File: src/rtl/core/jfb_pkg.sv
// Shared types, constants and the axis centering function of the joystick frame builder.
`timescale 1ns / 1ps

package jfb_pkg;

    localparam int AXIS_W = 8;

    // Command codes carried on s_tuser.
    localparam logic CMD_CALIBRATE = 1'b0;
    localparam logic CMD_SAMPLE    = 1'b1;

    // Register indexes, decoded from paddr[2].
    localparam logic REG_ARM_THRESHOLD     = 1'b0;
    localparam logic REG_BATTERY_LOW_LEVEL = 1'b1;

    localparam logic [AXIS_W-1:0] AXIS_MID            = 8'd128;
    localparam logic [AXIS_W-1:0] AXIS_MAX            = 8'd255;
    localparam logic [AXIS_W-1:0] ARM_THRESHOLD_RST   = 8'd20;
    // Largest raw count whose scaled voltage raw*505/256 stays at or below 3.70 V.
    localparam logic [AXIS_W-1:0] BATTERY_LOW_RST     = 8'd187;

    localparam int S_TDATA_W = 48;
    localparam int M_TDATA_W = 48;
    localparam int PADDR_W   = 3;
    localparam int PDATA_W   = 32;

    typedef struct packed {
        logic              cmd;
        logic              left_key_pressed;
        logic              right_key_pressed;
        logic [AXIS_W-1:0] battery_raw;
        logic [AXIS_W-1:0] throttle_raw;
        logic [AXIS_W-1:0] yaw_raw;
        logic [AXIS_W-1:0] roll_raw;
        logic [AXIS_W-1:0] pitch_raw;
    } item_t;

    // Packed with the last field, sequence_res, in the lowest bits.
    typedef struct packed {
        logic              battery_low;
        logic              armed_flag;
        logic              left_key;
        logic              right_key;
        logic [AXIS_W-1:0] throttle_out;
        logic [AXIS_W-1:0] yaw_out;
        logic [AXIS_W-1:0] roll_out;
        logic [AXIS_W-1:0] pitch_out;
        logic [AXIS_W-1:0] sequence_res;
    } frame_t;

    localparam int FRAME_W = $bits(frame_t);

    typedef struct packed {
        logic [AXIS_W-1:0] arm_threshold;
        logic [AXIS_W-1:0] battery_low_level;
    } cfg_t;

    typedef struct packed {
        logic take;
        logic armed;
    } core_status_t;

    // raw - center + 128, clamped to 0..255.
    function automatic logic [AXIS_W-1:0] center_axis(
        input logic [AXIS_W-1:0] raw,
        input logic [AXIS_W-1:0] center
    );
        logic signed [AXIS_W+1:0] diff;
        logic [AXIS_W-1:0]        res;
        diff = $signed({2'b00, raw}) - $signed({2'b00, center})
             + $signed({2'b00, AXIS_MID});
        if (diff >= $signed({2'b00, AXIS_MAX})) begin
            res = AXIS_MAX;
        end else if (diff <= $signed({(AXIS_W+2){1'b0}})) begin
            res = '0;
        end else begin
            res = diff[AXIS_W-1:0];
        end
        return res;
    endfunction

endpackage

File: src/rtl/core/jfb_apb_regs.sv
// APB register file holding the arm threshold and the battery low level.
`timescale 1ns / 1ps

module jfb_apb_regs (
    input  logic                         aclk,
    input  logic                         aresetn,
    input  logic                         psel,
    input  logic                         penable,
    input  logic                         pwrite,
    input  logic [jfb_pkg::PADDR_W-1:0]  paddr,
    input  logic [jfb_pkg::PDATA_W-1:0]  pwdata,
    output logic [jfb_pkg::PDATA_W-1:0]  prdata,
    output logic                         pready,
    output jfb_pkg::cfg_t                cfg
);
    import jfb_pkg::*;

    logic [AXIS_W-1:0] arm_threshold_reg;
    logic [AXIS_W-1:0] battery_low_level_reg;
    logic              wr_en;

    assign pready = 1'b1;
    assign wr_en  = psel && penable && pwrite && pready;

    always_ff @(posedge aclk) begin
        if (!aresetn) begin
            arm_threshold_reg     <= ARM_THRESHOLD_RST;
            battery_low_level_reg <= BATTERY_LOW_RST;
        end else if (wr_en) begin
            if (paddr[2] == REG_ARM_THRESHOLD) begin
                arm_threshold_reg <= pwdata[AXIS_W-1:0];
            end else begin
                battery_low_level_reg <= pwdata[AXIS_W-1:0];
            end
        end
    end

    always_comb begin
        prdata = '0;
        case (paddr[2])
            REG_ARM_THRESHOLD:     prdata[AXIS_W-1:0] = arm_threshold_reg;
            REG_BATTERY_LOW_LEVEL: prdata[AXIS_W-1:0] = battery_low_level_reg;
            default:               prdata = '0;
        endcase
    end

    assign cfg.arm_threshold     = arm_threshold_reg;
    assign cfg.battery_low_level = battery_low_level_reg;

endmodule

File: src/rtl/core/jfb_in_stage.sv
// Input register stage that captures one stream beat and holds it until the core takes it.
`timescale 1ns / 1ps

module jfb_in_stage (
    input  logic                          aclk,
    input  logic                          aresetn,
    input  logic                          s_tvalid,
    output logic                          s_tready,
    input  logic [jfb_pkg::S_TDATA_W-1:0] s_tdata,
    input  logic                          s_tuser,
    input  logic                          take,
    output logic                          item_valid,
    output jfb_pkg::item_t                item
);
    import jfb_pkg::*;

    logic  valid_reg;
    logic  valid_next;
    item_t item_reg;
    logic  load;

    assign s_tready   = !valid_reg || take;
    assign load       = s_tvalid && s_tready;
    assign valid_next = load || (valid_reg && !take);

    always_ff @(posedge aclk) begin
        if (!aresetn) begin
            valid_reg <= 1'b0;
        end else begin
            valid_reg <= valid_next;
        end
    end

    always_ff @(posedge aclk) begin
        if (load) begin
            item_reg.cmd               <= s_tuser;
            item_reg.pitch_raw         <= s_tdata[7:0];
            item_reg.roll_raw          <= s_tdata[15:8];
            item_reg.yaw_raw           <= s_tdata[23:16];
            item_reg.throttle_raw      <= s_tdata[31:24];
            item_reg.battery_raw       <= s_tdata[39:32];
            item_reg.right_key_pressed <= s_tdata[40];
            item_reg.left_key_pressed  <= s_tdata[41];
        end
    end

    assign item_valid = valid_reg;
    assign item       = item_reg;

endmodule

File: src/rtl/core/jfb_frame_core.sv
// Stick state, arming, sequence counting and the registered result frame.
`timescale 1ns / 1ps

module jfb_frame_core (
    input  logic                          aclk,
    input  logic                          aresetn,
    input  logic                          item_valid,
    input  jfb_pkg::item_t                item,
    input  jfb_pkg::cfg_t                 cfg,
    output jfb_pkg::core_status_t         status,
    output logic                          m_tvalid,
    input  logic                          m_tready,
    output logic [jfb_pkg::M_TDATA_W-1:0] m_tdata
);
    import jfb_pkg::*;

    logic [AXIS_W-1:0] pitch_center_reg;
    logic [AXIS_W-1:0] roll_center_reg;
    logic [AXIS_W-1:0] yaw_center_reg;
    logic              armed_reg;
    logic              armed_next;
    logic [AXIS_W-1:0] seq_reg;
    logic [AXIS_W-1:0] seq_next;
    logic              out_valid_reg;
    logic              out_valid_next;
    frame_t            frame_reg;
    frame_t            frame_next;

    logic is_sample;
    logic out_room;
    logic take;
    logic take_sample;
    logic take_cal;
    logic arm_now;

    assign is_sample   = (item.cmd == CMD_SAMPLE);
    assign out_room    = !out_valid_reg || m_tready;
    // A calibrate beat gives no frame, so it never waits for the output side.
    assign take        = item_valid && (!is_sample || out_room);
    assign take_sample = take && is_sample;
    assign take_cal    = take && !is_sample;

    assign arm_now    = !armed_reg && (item.throttle_raw < cfg.arm_threshold);
    assign armed_next = armed_reg || arm_now;
    // The arming sample advances the counter twice.
    assign seq_next   = seq_reg + (arm_now ? AXIS_W'(2) : AXIS_W'(1));

    always_comb begin
        frame_next.sequence_res = seq_next;
        frame_next.right_key    = item.right_key_pressed;
        frame_next.left_key     = item.left_key_pressed;
        frame_next.armed_flag   = armed_next;
        frame_next.battery_low  = (item.battery_raw <= cfg.battery_low_level);
        if (armed_next) begin
            frame_next.pitch_out    = center_axis(item.pitch_raw, pitch_center_reg);
            frame_next.roll_out     = center_axis(item.roll_raw, roll_center_reg);
            frame_next.yaw_out      = center_axis(item.yaw_raw, yaw_center_reg);
            frame_next.throttle_out = item.throttle_raw;
        end else begin
            frame_next.pitch_out    = AXIS_MID;
            frame_next.roll_out     = AXIS_MID;
            frame_next.yaw_out      = AXIS_MID;
            frame_next.throttle_out = '0;
        end
    end

    assign out_valid_next = take_sample || (out_valid_reg && !m_tready);

    always_ff @(posedge aclk) begin
        if (!aresetn) begin
            pitch_center_reg <= AXIS_MID;
            roll_center_reg  <= AXIS_MID;
            yaw_center_reg   <= AXIS_MID;
            armed_reg        <= 1'b0;
            seq_reg          <= '0;
            out_valid_reg    <= 1'b0;
        end else begin
            out_valid_reg <= out_valid_next;
            if (take_cal) begin
                pitch_center_reg <= item.pitch_raw;
                roll_center_reg  <= item.roll_raw;
                yaw_center_reg   <= item.yaw_raw;
            end
            if (take_sample) begin
                armed_reg <= armed_next;
                seq_reg   <= seq_next;
            end
        end
    end

    always_ff @(posedge aclk) begin
        if (take_sample) begin
            frame_reg <= frame_next;
        end
    end

    assign m_tvalid     = out_valid_reg;
    assign m_tdata      = {{(M_TDATA_W-FRAME_W){1'b0}}, frame_reg};
    assign status.take  = take;
    assign status.armed = armed_reg;

endmodule

File: src/rtl/core/joystick_frame_builder.sv
// Top level of the joystick frame builder: input stage, frame core and register file.
`timescale 1ns / 1ps

// Takes one beat per clock while s_tready is high. A calibrate beat (s_tuser low) stores
// the pitch, roll and yaw readings as stick centers and yields no output; a sample beat
// (s_tuser high) yields one 48-bit control frame through the input and result registers,
// when m_tready allows. Both the input register and the result register can hold a beat,
// so the block keeps accepting while a finished frame waits; s_tready falls only when
// the result register is full and not taken and a sample beat waits behind it. Arming
// latches on the first sample whose raw throttle is below arm_threshold (APB 0x0);
// battery_low compares the raw battery count against battery_low_level (APB 0x4). The
// user writes configuration only while no beat is in flight; the block does not enforce it.
module joystick_frame_builder (
    input  logic                          aclk,
    input  logic                          aresetn,
    input  logic                          s_tvalid,
    output logic                          s_tready,
    // pitch_raw[7:0], roll_raw[15:8], yaw_raw[23:16], throttle_raw[31:24],
    // battery_raw[39:32], right_key_pressed[40], left_key_pressed[41], zero[47:42]
    input  logic [jfb_pkg::S_TDATA_W-1:0] s_tdata,
    // cmd[0]
    input  logic                          s_tuser,
    output logic                          m_tvalid,
    input  logic                          m_tready,
    // sequence_res[7:0], pitch_out[15:8], roll_out[23:16], yaw_out[31:24],
    // throttle_out[39:32], right_key[40], left_key[41], armed_flag[42],
    // battery_low[43], zero[47:44]
    output logic [jfb_pkg::M_TDATA_W-1:0] m_tdata,
    input  logic                          psel,
    input  logic                          penable,
    input  logic                          pwrite,
    input  logic [jfb_pkg::PADDR_W-1:0]   paddr,
    input  logic [jfb_pkg::PDATA_W-1:0]   pwdata,
    output logic [jfb_pkg::PDATA_W-1:0]   prdata,
    output logic                          pready
);
    import jfb_pkg::*;

    cfg_t         cfg;
    core_status_t status;
    item_t        item;
    logic         item_valid;

    jfb_apb_regs u_regs (
        .aclk    (aclk),
        .aresetn (aresetn),
        .psel    (psel),
        .penable (penable),
        .pwrite  (pwrite),
        .paddr   (paddr),
        .pwdata  (pwdata),
        .prdata  (prdata),
        .pready  (pready),
        .cfg     (cfg)
    );

    jfb_in_stage u_in (
        .aclk       (aclk),
        .aresetn    (aresetn),
        .s_tvalid   (s_tvalid),
        .s_tready   (s_tready),
        .s_tdata    (s_tdata),
        .s_tuser    (s_tuser),
        .take       (status.take),
        .item_valid (item_valid),
        .item       (item)
    );

    jfb_frame_core u_core (
        .aclk       (aclk),
        .aresetn    (aresetn),
        .item_valid (item_valid),
        .item       (item),
        .cfg        (cfg),
        .status     (status),
        .m_tvalid   (m_tvalid),
        .m_tready   (m_tready),
        .m_tdata    (m_tdata)
    );

    // Once latched, arming never clears short of reset.
    a_armed_sticky: assert property (@(posedge aclk) disable iff (!aresetn)
        status.armed |=> status.armed)
        else $error("arming cleared without reset");

    // A frame that is not armed carries neutral axes and zero throttle.
    a_neutral_frame: assert property (@(posedge aclk) disable iff (!aresetn)
        (m_tvalid && !m_tdata[42]) |->
            (m_tdata[15:8] == AXIS_MID && m_tdata[23:16] == AXIS_MID &&
             m_tdata[31:24] == AXIS_MID && m_tdata[39:32] == '0))
        else $error("unarmed frame is not neutral");

    // Input back-pressure only comes from a stalled result register.
    a_stall_cause: assert property (@(posedge aclk) disable iff (!aresetn)
        !s_tready |-> (m_tvalid && !m_tready))
        else $error("input stalled without output back-pressure");

    // A calibrate beat in the input register is always taken at once.
    a_core_take: assert property (@(posedge aclk) disable iff (!aresetn)
        (item_valid && item.cmd == CMD_CALIBRATE) |-> status.take)
        else $error("calibrate beat was held in the input stage");

endmodule
File: config.mk
export PLATFORM = sky130hd
export DESIGN_NAME = joystick_frame_builder
export DESIGN_NICKNAME = d
export VERILOG_FILES = /design/src/rtl/core/jfb_pkg.sv /design/src/rtl/core/jfb_apb_regs.sv /design/src/rtl/core/jfb_in_stage.sv /design/src/rtl/core/jfb_frame_core.sv /design/src/rtl/core/joystick_frame_builder.sv
export SDC_FILE = /design/constraint.sdc
export NUM_CORES = 1
export LEC_CHECK = 0
export CELL_PAD_IN_SITES_DETAIL_PLACEMENT = 1
export CELL_PAD_IN_SITES_GLOBAL_PLACEMENT = 1
export CORE_UTILIZATION = 49
export CTS_BUF_LIST = sky130_fd_sc_hd__clkbuf_8 sky130_fd_sc_hd__clkbuf_16
export CTS_CLUSTER_DIAMETER = 100
export DETAILED_ROUTE_END_ITERATION = 16
export DONT_BUFFER_PORTS = 1
export GPL_ROUTABILITY_DRIVEN = 0
export HOLD_SLACK_MARGIN = 0.08
export MAX_ROUTING_LAYER = met4
export PLACE_DENSITY = 0.78
export SETUP_SLACK_MARGIN = 0.2
export SYNTH_ARGS = -nofsm -noshare
export SYNTH_HDL_FRONTEND = slang
export SYNTH_SLANG_ARGS = --single-unit
File: constraint.sdc
create_clock -name aclk -period 3.9 [get_ports aclk]
set_input_delay 0 -clock aclk [delete_from_list [all_inputs] [get_ports aclk]]
set_output_delay 0 -clock aclk [all_outputs]
set_load 0.05 [all_outputs]
==> summary.md, run 1 <==
| Metric | Value |
|---|---|
| Status | `complete, no violations` |
| Multi-input combinational cell area | `0.002999 sq mm` |
| Total power | `4.240 mW` |
| Vias in the first global route | `5482` |
| Post-synthesis register bit count | `138` |
| # fillers | `1475` |
| Post-Syn Instances | `665` |
| EDFF count, synth | `87` |
| Cell mode on critical path | `ha_1` |
| Mean Syn Cell Area | `10.54 sq um` |
| Die area | `0.01479 sq mm` |
| Row count | `43` |
| First-pass GRT wire length | `29080 microns` |
| Worst-margin pin slew | `1.201 ns` |
| Share of cells above drive strength 1 | `8.421%` |
| Chip height | `121.6 microns` |
| DRT Wirelength | `18710 microns` |
| Critical Path Sink Type | `register` |
| Seq/Total Area, Yosys | `51.83%` |
| Mapped cell area | `0.007010 sq mm` |
| DRC viols | `0` |
| Worst hold path endpoint | `u_in.item[8]$_DFFE_PP_` |
| Largest net degree at the start of global routing | `52` |
| Hold Crit Depth | `1` |
| Yosys cell types | `55` |
| Power Density | `493.3 mW/mm^2` |
| Leading area contributor after synthesis | `edfxtp_1` |
| Initial DRT Pass Iterations | `4` |
| Top-area cell type share of the netlist area | `37.27%` |
| Initial antenna violation count | `3` |
| Dominant cells by area after synthesis | `edfxtp_1 37%, dfxtp_1 15%, ha_1 8.4%` |
| Final Cycle Share | `91.15%` |
| CP Launch Point | `u_in.item[16]$_DFFE_PP_` |
| Tmin final | `3.555 ns` |
| Buf+Inv Stages, Crit Path | `1` |
| # Max-Cap Violations | `0` |
| Leak Pwr | `3.370 nW` |
| Clock Path Buffers | `2` |
| # setup viols final | `0` |
| P&R area growth vs syn | `22.61%` |
| ANT nets after route | `0` |
| Slowest stage cell, crit path | `or4b_2` |
| Clk_lat worst skew | `0.42 ns` |
| FMAX | `281.3 MHz` |
| Critical path arrival | `3.84 ns` |
| Startpoint Class | `register` |
| Sequential Area | `0.003633 sq mm` |
| Max reg flops | `44` |
| Synth Warn # | `0` |
| # port buffers | `0` |
| DR WL/cell | `19.84 microns` |
| Hold path startpoint | `s_tdata[8]` |
| Pins Over Slew Limit | `0` |
| Final Hold Fails | `0` |
| Crit-path cells | `inv_1 > ha_1 > fa_1 > nor2b_1 > o21bai_1 > nand3_1 > a31oi_1 > ha_1 > or4b_2 > nor3_1 > nand4_1 > o21ai_1 > o21a_1` |
| Final nets | `889` |
| Total gr overflow | `0` |
| Worst path max stage delay | `0.58 ns` |
| Final Skew | `0.006961 ns` |
| Max-slew headroom | `19.57%` |
| Top Ports | `174` |
| Final hold slack | `0.2018 ns` |
| Tot GR Track Use | `27.51%` |
| Total CTS buffers | `17` |
| CTS tree | `done` |
| Max VDD drop | `292.5 uV` |
| Fin Setup TNS | `0 ns` |
| RSZ-0062 raised after global routing | `no` |
| Synth Flop Type | `edfxtp_1` |
| Clock Tree Root | `clkbuf_16` |
| Crit path max fanout | `4` |
| CTS HTree Levels | `4` |
| Iter 0 DRT Violations | `190` |
| R2r endpoint | `u_core.m_tdata[27]$_SDFFCE_PP0P_` |
| Worst-path clk slew | `0.06 ns` |
| Reg2Reg Depth | `13` |
| Initial Util | `50.31%` |
| Detailed-route via count | `5067` |
| Fraction of registers with async set/reset | `0%` |
| Type of the tightest min-delay check | `primary input to register` |
| Via density | `5.373` |
| Core ar. | `0.01393 sq mm` |
| Sink Count | `138` |
| Crit path max-delay family | `simple AND/OR/NAND/NOR gates` |
| Die W | `121.6 microns` |
| R2r setup slk | `0.35 ns` |
| CP Class | `register to register` |
| Worst reg2reg startpoint | `u_in.item[16]$_DFFE_PP_` |
| Critical Path RT | `4.19 ns` |
| Post-DP HPWL | `11500 microns` |
==> how the worst max path moves through the flow <==
stage / end / slack, ns / depth (start not counted)
after floorplan: u_in.item[0]$_DFFE_PP_ / 0.52 / 2
after global placement: u_core.m_tdata[14]$_SDFFCE_PP0P_ / 0.59 / 12
after detailed placement: u_core.m_tdata[27]$_SDFFCE_PP0P_ / 0.37 / 11
after CTS: u_core.m_tdata[27]$_SDFFCE_PP0P_ / 0.26 / 11
after global routing: u_core.m_tdata[26]$_SDFFCE_PP0P_ / 0.18 / 13
final: u_core.m_tdata[27]$_SDFFCE_PP0P_ / 0.35 / 13
==> routing by layer <==
layer	global-route usage [%]	wire, microns	vias to the layer above
met4	13.73	631	0
li1	-	-	2411
met2	49.82	10300	143
met5	-	0	-
met1	28.71	7167	2468
met3	4.588	606	45
==> final cells by class <==
class / count / area share (%)
antenna: 3 / 0.08734
clock buffer: 17 / 4.949
clock inverter: 15 / 2.955
inverter: 60 / 2.620
multi-input combinational: 446 / 34.89
sequential: 138 / 42.27
tap: 180 / 2.620
timing repair buffer: 84 / 9.607
==> cells in the final DEF (no fill, tap or decap), types with 3 or more instances in the layout <==
master         count
a211o_1            6
a21boi_0          33
a21o_1             5
a21oi_1           15
a31oi_1            3
and2_1            15
buf_4             10
bufinv_16          7
clkbuf_16         17
clkinv_2           4
conb_1            29
dfxtp_1           51
diode_2            3
dlygate4sd3_1     73
edfxtp_1          87
fa_1               4
ha_1              47
inv_1             59
nand2_1           95
nand2b_1          10
nand3_1           12
nand4_1            4
nor2_1            32
nor2b_1            8
nor3_1             4
o211ai_1          12
o21a_1            17
o21ai_0           14
o21ai_1            8
o22ai_1            3
o31ai_1            3
or2_2              4
xnor2_1           15
xor2_1            14
==> worst reg2reg max path: stages (launching register included) <==
cell      delay (ns)
edfxtp_1        0.35
inv_1           0.07
ha_1            0.20
fa_1            0.41
nor2b_1         0.19
o21bai_1        0.12
nand3_1         0.11
a31oi_1         0.16
ha_1            0.33
or4b_2          0.58
nor3_1          0.23
nand4_1         0.24
o21ai_1         0.26
o21a_1          0.18
==> per-stage QoR <==
stage	utilization (%)	area (sq um)	setup WS [ns]	std cells
finish	61.69	8596	0.3452	943
global route	61.69	8596	0.1775	943
global placement	51.03	7111	0.5905	830
floorplan	-	7112	0.5216	692
CTS	61.29	8541	0.2590	936
detailed placement	51.03	7111	0.3699	830
==> what timing repair did <==
action | in CTS | in global routing
endpoints found under the hold margin | 110 | 0
hold buffers | 74 | 0
endpoints found under the setup margin | 0 | 16
buffers inserted | 0 | 4
resized for setup | 0 | 4
==> cells by family after synthesis <==
logic type | after synthesis | share of synthesized area (%)
mux | 1 | 0.1606
compound gates | 136 | 13.89
flops | 138 | 51.83
xor+xnor | 30 | 3.748
other cells | 2 | 0.1071
buf+inv | 108 | 7.424
simple gates | 199 | 13.31
fa+ha+maj | 51 | 9.531
==> cell usage after synthesis, drive strengths merged, types with 16 or more instances <==
cell type / instances
edfxtp: 87
buf: 29
o21ai: 22
nor2: 32
a21boi: 33
dfxtp: 51
nand2: 95
inv: 59
clkbuf: 18
ha: 47
o21a: 17
a21oi: 16
==> where the power goes <==
group	switching (mW)	internal [mW]
registers	0.101	1.64
logic	0.395	0.239
clock network	0.614	1.25
No activity file was read; power rests on OpenSTA's default activity.
==> run 2, diff against run 1 <==
CORE_MARGIN = 1.5   (was default)
==> run 2 against run 1 <==
Net effect:
- cell count fell by 0.85%
- largest power group is now sequential cells
- first-iteration DRC count rose by 6.3%
- largest cell class unchanged
- worst hold slack got worse by 0.060 ns
- sequential share of layout area rose by 0.78 points
- setup slack improved by 0.067 ns
- critical path depth fell by 3
- via count rose by 1.1%
- critical path type unchanged
==> summary.md, run 2 (synthesized netlist as in run 1, its figures left out) <==
| Metric | Value |
|---|---|
| Hold path startpoint | `pwrite` |
| # Max-Cap Violations | `0 (unchanged)` |
| Final Hold Fails | `0 (unchanged)` |
| Max-slew headroom | `19.81% (+0.24 points)` |
| Chip height | `122.6 microns (+0.82%)` |
| Detailed-route via count | `5121 (+1.1%)` |
| Final Cycle Share | `89.44% (-1.7 points)` |
| Core ar. | `0.01393 sq mm (unchanged)` |
| Worst-margin pin slew | `1.197 ns (-0.003585 ns)` |
| Total CTS buffers | `17 (unchanged)` |
| Power Density | `472.8 mW/mm^2 (-4.1%)` |
| Die W | `122.6 microns (+0.82%)` |
| CP Class | `register to register` |
| Type of the tightest min-delay check | `primary input to register` |
| Status | `complete, no violations` |
| Vias in the first global route | `5563 (+1.5%)` |
| # setup viols final | `0 (unchanged)` |
| Top Ports | `174 (unchanged)` |
| Worst hold path endpoint | `u_regs.battery_low_level_reg[5]$_SDFFE_PN1P_` |
| Critical path arrival | `3.74 ns (-0.10 ns)` |
| Clk_lat worst skew | `0.43 ns (about the same)` |
| Clock Path Buffers | `2 (unchanged)` |
| Pins Over Slew Limit | `0 (unchanged)` |
| # port buffers | `0 (unchanged)` |
| ANT nets after route | `0 (unchanged)` |
| Reg2Reg Depth | `10 (-3)` |
| Leak Pwr | `3.309 nW (-1.8%)` |
| Die area | `0.01503 sq mm (+1.7%)` |
| FMAX | `286.7 MHz (+1.9%)` |
| Via density | `5.477 (+1.9%)` |
| Worst-path clk slew | `0.06 ns (about the same)` |
| Final Skew | `0.007911 ns (+0.0009498 ns)` |
| Most common cell after layout, fill and taps aside | `nand2_1` |
| Commonest non-fill, non-tap cells in the layout | `95 x nand2_1, 87 x edfxtp_1, 69 x dlygate4sd3_1` |
| R2r setup slk | `0.41 ns (+0.07 ns)` |
| Share of cells above drive strength 1 | `7.958% (-0.46 points)` |
| Hold Crit Depth | `3 (+2)` |
| Tmin final | `3.488 ns (-0.06676 ns)` |
| Fin Setup TNS | `0 ns (unchanged)` |
| Initial Util | `50.31% (unchanged)` |
| First-pass GRT wire length | `28330 microns (-2.6%)` |
| Initial antenna violation count | `0 (-3)` |
| DR WL/cell | `19.21 microns (-3.1%)` |
| Crit path max fanout | `5 (+1)` |
| Max VDD drop | `259.8 uV (-11%)` |
| Worst reg2reg startpoint | `u_in.item[20]$_DFFE_PP_` |
| Iter 0 DRT Violations | `202 (+6.3%)` |
| CTS tree | `done` |
| Total gr overflow | `0 (unchanged)` |
| DRT Wirelength | `17970 microns (-4.0%)` |
| RSZ-0062 raised after global routing | `no` |
| Clock Tree Root | `clkbuf_16` |
| Sink Count | `138 (unchanged)` |
| R2r endpoint | `u_core.m_tdata[29]$_SDFFCE_PP0P_` |
| P&R area growth vs syn | `20.40%` |
| Final nets | `883 (-0.67%)` |
| Startpoint Class | `register` |
| Row count | `43 (unchanged)` |
| Critical Path Sink Type | `register` |
| CTS HTree Levels | `4 (unchanged)` |
| Total power | `3.991 mW (-5.9%)` |
| Tot GR Track Use | `26.13% (-1.4 points)` |
| Initial DRT Pass Iterations | `4 (unchanged)` |
| Post-DP HPWL | `11490 microns (about the same)` |
| Critical Path RT | `4.15 ns (-0.04 ns)` |
| Largest net degree at the start of global routing | `52 (unchanged)` |
| Max reg flops | `44 (unchanged)` |
| DRC viols | `0 (unchanged)` |
[run 2: power breakdown]
part	switching [mW]	total, mW	internal, mW	leakage, nW
combinational	0.384	0.620	0.236	1.78
sequential	0.101	1.74	1.64	1.24
clock	0.623	1.63	1.01	0.290
total	1.11	3.99	2.88	3.31
[run 2: repair_timing]
action                                  CTS  global route
hold endpoints to repair                110             0
endpoints found under the setup margin    0            12
gates resized for setup                   0             2
setup buffers                             0             3
hold buffers                             70             0
[run 2: area by class of cell]
class                   count  area, sq um
well taps                 180        225.2
clock inverters            14        156.4
inverters                  60        225.2
diodes                      1        2.502
repair buffers             78        770.7
multi-input cells         446         2988
flip-flops and latches    138         3633
fillers                  1455         5494
clock buffers              18        439.2
[run 2: worst max-delay path, stage by stage, from the launching register on]
cell	delay, ns
edfxtp_1	0.40
ha_1	0.36
a21oi_1	0.37
nand2_1	0.09
o21ai_0	0.31
xor2_1	0.15
ha_1	0.29
or4b_2	0.58
nor3_1	0.22
nand4_1	0.22
a221oi_1	0.33
[run 2: stage by stage]
| stage | util, % | setup slack [ns] | area, sq um | std cells | hold slack (ns) |
|---|---|---|---|---|---|
| floorplan | - | 0.5216 | 7112 | 692 | 0.09887 |
| finish | 60.57 | 0.4119 | 8441 | 935 | 0.1414 |
| global route | 60.55 | 0.2040 | 8438 | 934 | 0.1830 |
| detailed placement | 50.97 | 0.4320 | 7103 | 829 | 0.09777 |
| global placement | 50.97 | 0.5918 | 7103 | 829 | 0.08684 |
| CTS | 60.35 | 0.2762 | 8409 | 931 | 0.08635 |
[run 2: how the worst max path moves through the flow]
stage / from / end / slack, ns
floorplan: u_core.m_tvalid$_SDFF_PN0_ / u_in.item[0]$_DFFE_PP_ / 0.52
global route: u_in.item[1]$_DFFE_PP_ / u_core.m_tdata[11]$_SDFFCE_PP0P_ / 0.20
finish: u_in.item[20]$_DFFE_PP_ / u_core.m_tdata[29]$_SDFFCE_PP0P_ / 0.41
detailed placement: u_in.item[20]$_DFFE_PP_ / u_core.m_tdata[29]$_SDFFCE_PP0P_ / 0.43
global placement: u_in.item[16]$_DFFE_PP_ / u_core.m_tdata[29]$_SDFFCE_PP0P_ / 0.59
CTS: u_in.item[20]$_DFFE_PP_ / u_core.m_tdata[25]$_SDFFCE_PP0P_ / 0.28
[run 2: per-layer routing]
layer / wire length (microns) / track usage (%) / part of all wire [%]
met5: 0 / - / 0
met4: 564 / 12.72 / 3.1
met3: 588 / 5.994 / 3.3
met2: 9718 / 46.37 / 54
met1: 7094 / 27.27 / 39
==> run 3, diff against run 2 <==
CORE_ASPECT_RATIO = 2   (was default)
==> run 3 against run 2 <==
Net effect:
- setup slack got worse by 0.024 ns
- first-iteration DRC count fell by 14%
- non-clock buffer count fell by 10
- flip-flop and latch count did not move
- sequential share of layout area rose by 0.32 points
- largest cell class unchanged
==> summary.md, run 3 (synthesized netlist as in run 1, its figures left out) <==
| Metric | Value |
|---|---|
| Status | `complete, no violations` |
| Die W | `87.58 microns (-29%)` |
| Final Skew | `0.01067 ns (+0.002763 ns)` |
| Most common cell after layout, fill and taps aside | `nand2_1` |
| Worst path max stage delay | `0.45 ns (-0.13 ns)` |
| Power Density | `483.6 mW/mm^2 (+2.3%)` |
| Final Util | `59.98% (-0.59 points)` |
| Detailed-route via count | `5021 (-2.0%)` |
| Pins Over Slew Limit | `0 (unchanged)` |
| Share of cells above drive strength 1 | `7.796% (-0.16 points)` |
| Commonest non-fill, non-tap cells in the layout | `95 x nand2_1, 87 x edfxtp_1, 63 x dlygate4sd3_1` |
| Sw frac | `28.77% (+1.0 points)` |
| Final Hold Fails | `0 (unchanged)` |
| Final Cycle Share | `90.04% (+0.61 points)` |
| Critical path arrival | `3.74 ns (about the same)` |
| Clk_lat worst skew | `0.42 ns (about the same)` |
| Via density | `5.382 (-1.7%)` |
| Design Area, Final | `0.008378 sq mm (-0.74%)` |
| Reg power frac | `42.9% (-0.6 points)` |
| Worst-path clk slew | `0.06 ns (about the same)` |
| Total gr overflow | `0 (unchanged)` |
| DR WL/cell | `19.74 microns (+2.7%)` |
| Initial Util | `50.19% (-0.12 points)` |
| Max-slew headroom | `17.55% (-2.3 points)` |
| Row count | `61 (+42%)` |
| Clock Path Buffers | `2 (unchanged)` |
| Clock Tree Root | `clkbuf_16` |
| R2r endpoint | `u_core.m_tdata[13]$_SDFFCE_PP0P_` |
| First-pass GRT wire length | `28570 microns (+0.83%)` |
| Vias in the first global route | `5605 (+0.75%)` |
| Initial antenna violation count | `0 (unchanged)` |
| Cell mode on critical path | `ha_1` |
| Met3 usage | `5.537% (-0.46 points)` |
| RSZ-0062 raised after global routing | `yes` |
| Reg2Reg Depth | `12 (+2)` |
| Largest net degree at the start of global routing | `52 (unchanged)` |
| Max VDD drop | `352.0 uV (+35%)` |
| CP Class | `register to register` |
| Critical Path Sink Type | `register` |
| Fin Setup TNS | `0 ns (unchanged)` |
| Crit-path cells | `ha_1 > nor2b_4 > o31a_1 > or4_4 > a31oi_4 > inv_2 > ha_1 > nor4b_1 > nand2_1 > nor3_1 > nand4_1 > o31ai_1` |
| FMAX | `284.8 MHz (-0.67%)` |
| Initial DRT Pass Iterations | `4 (unchanged)` |
| DRC viols | `0 (unchanged)` |
| M1 GR Usage | `22.61% (-4.7 points)` |
| Die area | `0.01508 sq mm (+0.29%)` |
| Antenna diodes | `0 (-1)` |
| Post-CTS setup buffer count | `0 (unchanged)` |
| CP Launch Point | `u_in.item[1]$_DFFE_PP_` |
| Clock group share of total power | `41.8% (+0.9 points)` |
| Final nets | `873 (-1.1%)` |
| Crit path max fanout | `7 (+2)` |
| Met2 GRT Util | `51.97% (+5.6 points)` |
| # port buffers | `0 (unchanged)` |
| Type of the tightest min-delay check | `primary input to register` |
| Worst reg2reg startpoint | `u_in.item[1]$_DFFE_PP_` |
| Slowest stage cell, crit path | `or4_4` |
| Tot GR Track Use | `26.20% (+0.067 points)` |
| Combinational share of power | `15.3% (-0.2 points)` |
| Internal cell power | `2.886 mW (about the same)` |
| Startpoint Class | `register` |
| DRT Wirelength | `18420 microns (+2.5%)` |
| Top Usage Layer GRT | `met2` |
| Critical Path RT | `4.13 ns (-0.02 ns)` |
| Tmin final | `3.512 ns (+0.02362 ns)` |
| Chip height | `172.2 microns (+40%)` |
| # setup viols final | `0 (unchanged)` |
| Worst-margin pin slew | `1.231 ns (+0.03374 ns)` |
| CTS tree | `done` |
| Iter 0 DRT Violations | `173 (-14%)` |
| Core ar. | `0.01397 sq mm (+0.23%)` |
| Post-DP HPWL | `11610 microns (+1.0%)` |
| Leak Pwr | `3.286 nW (-0.70%)` |
| Sink Count | `138 (unchanged)` |
| Critical Path End | `u_core.m_tdata[13]$_SDFFCE_PP0P_` |
| Top Ports | `174 (unchanged)` |
| Area after DPL | `0.007107 sq mm (about the same)` |
| ANT nets after route | `0 (unchanged)` |
| R2r setup slk | `0.39 ns (-0.02 ns)` |
| # Max-Cap Violations | `0 (unchanged)` |
| P&R area growth vs syn | `19.51%` |
| Switching power | `1.166 mW (+5.3%)` |
| Max reg flops | `44 (unchanged)` |
| CTS HTree Levels | `4 (unchanged)` |
| Total CTS buffers | `17 (unchanged)` |
[run 3: cell types whose count changed in the layout (fill, tap and decap cells not counted), moves of 3 or more]
cell,before,now
buf_4,8,4
clkinv_2,4,1
clkinvlp_4,4,1
dlygate4sd3_1,69,63
inv_6,0,5
[run 3: power by group through the flow]
stage	sequential, mW	clock [mW]	combinational [mW]
floorplan	1.76	0	0.459
global placement	1.76	0	0.510
CTS	1.74	1.70	0.606
finish	1.74	1.70	0.620
detailed placement	1.77	0	0.535
global route	1.74	1.77	0.679
[run 3: worst min-delay path by stage]
stage                           start                                      endpoint  slack (ns)  cells after the start
after floorplan            s_tdata[0]                        u_in.item[0]$_DFFE_PP_         0.1                      0
after global placement        aresetn  u_regs.battery_low_level_reg[0]$_SDFFE_PN1P_        0.08                      1
after detailed placement      aresetn  u_regs.battery_low_level_reg[0]$_SDFFE_PN1P_        0.09                      1
after CTS                     penable      u_regs.arm_threshold_reg[1]$_SDFFE_PN0P_        0.10                      4
after global routing      s_tdata[38]                       u_in.item[38]$_DFFE_PP_        0.19                      1
final                         penable      u_regs.arm_threshold_reg[1]$_SDFFE_PN0P_        0.15                      4
[run 3: repair_timing]
| item | CTS | global route |
|---|---|---|
| endpoints found under the hold margin | 94 | 0 |
| gates resized for setup | 0 | 2 |
| hold buffers | 64 | 0 |
| endpoints found under the setup margin | 0 | 14 |
[run 3: stage by stage]
stage | std cells | power, mW | setup slack [ns] | hold slack (ns)
final | 933 | 4.052 | 0.3883 | 0.1545
after CTS | 933 | 4.041 | 0.4123 | 0.1028
after global routing | 933 | 4.191 | 0.1663 | 0.1916
after floorplan | 692 | 2.215 | 0.5216 | 0.09887
after detailed placement | 837 | 2.302 | 0.4862 | 0.09273
after global placement | 837 | 2.275 | 0.5491 | 0.07785
[run 3: routing by layer]
| layer | wire, microns | up-vias |
|---|---|---|
| met1 | 6105 | 2459 |
| met2 | 11200 | 149 |
| met4 | 508 | 0 |
| li1 | - | 2369 |
| met3 | 604 | 44 |
| met5 | 0 | - |
[run 3: layout make-up]
| cell class | count | area [sq um] |
|---|---|---|
| well taps | 189 | 236.5 |
| inverters | 60 | 225.2 |
| flip-flops and latches | 138 | 3633 |
| clock buffers | 17 | 425.4 |
| fillers | 1496 | 5589 |
| repair buffers | 68 | 680.7 |
| clock inverters | 15 | 185.2 |
| multi-input cells | 446 | 2992 |
[run 3: worst max-delay path, delay by kind of cell, from the launching register on]
| kind | cells | cell delay [ns] |
|---|---|---|
| flops | 1 | 0.44 |
| fa+ha+maj | 2 | 0.60 |
| buf+inv | 1 | 0.08 |
| compound gates | 3 | 0.74 |
| simple gates | 6 | 1.47 |
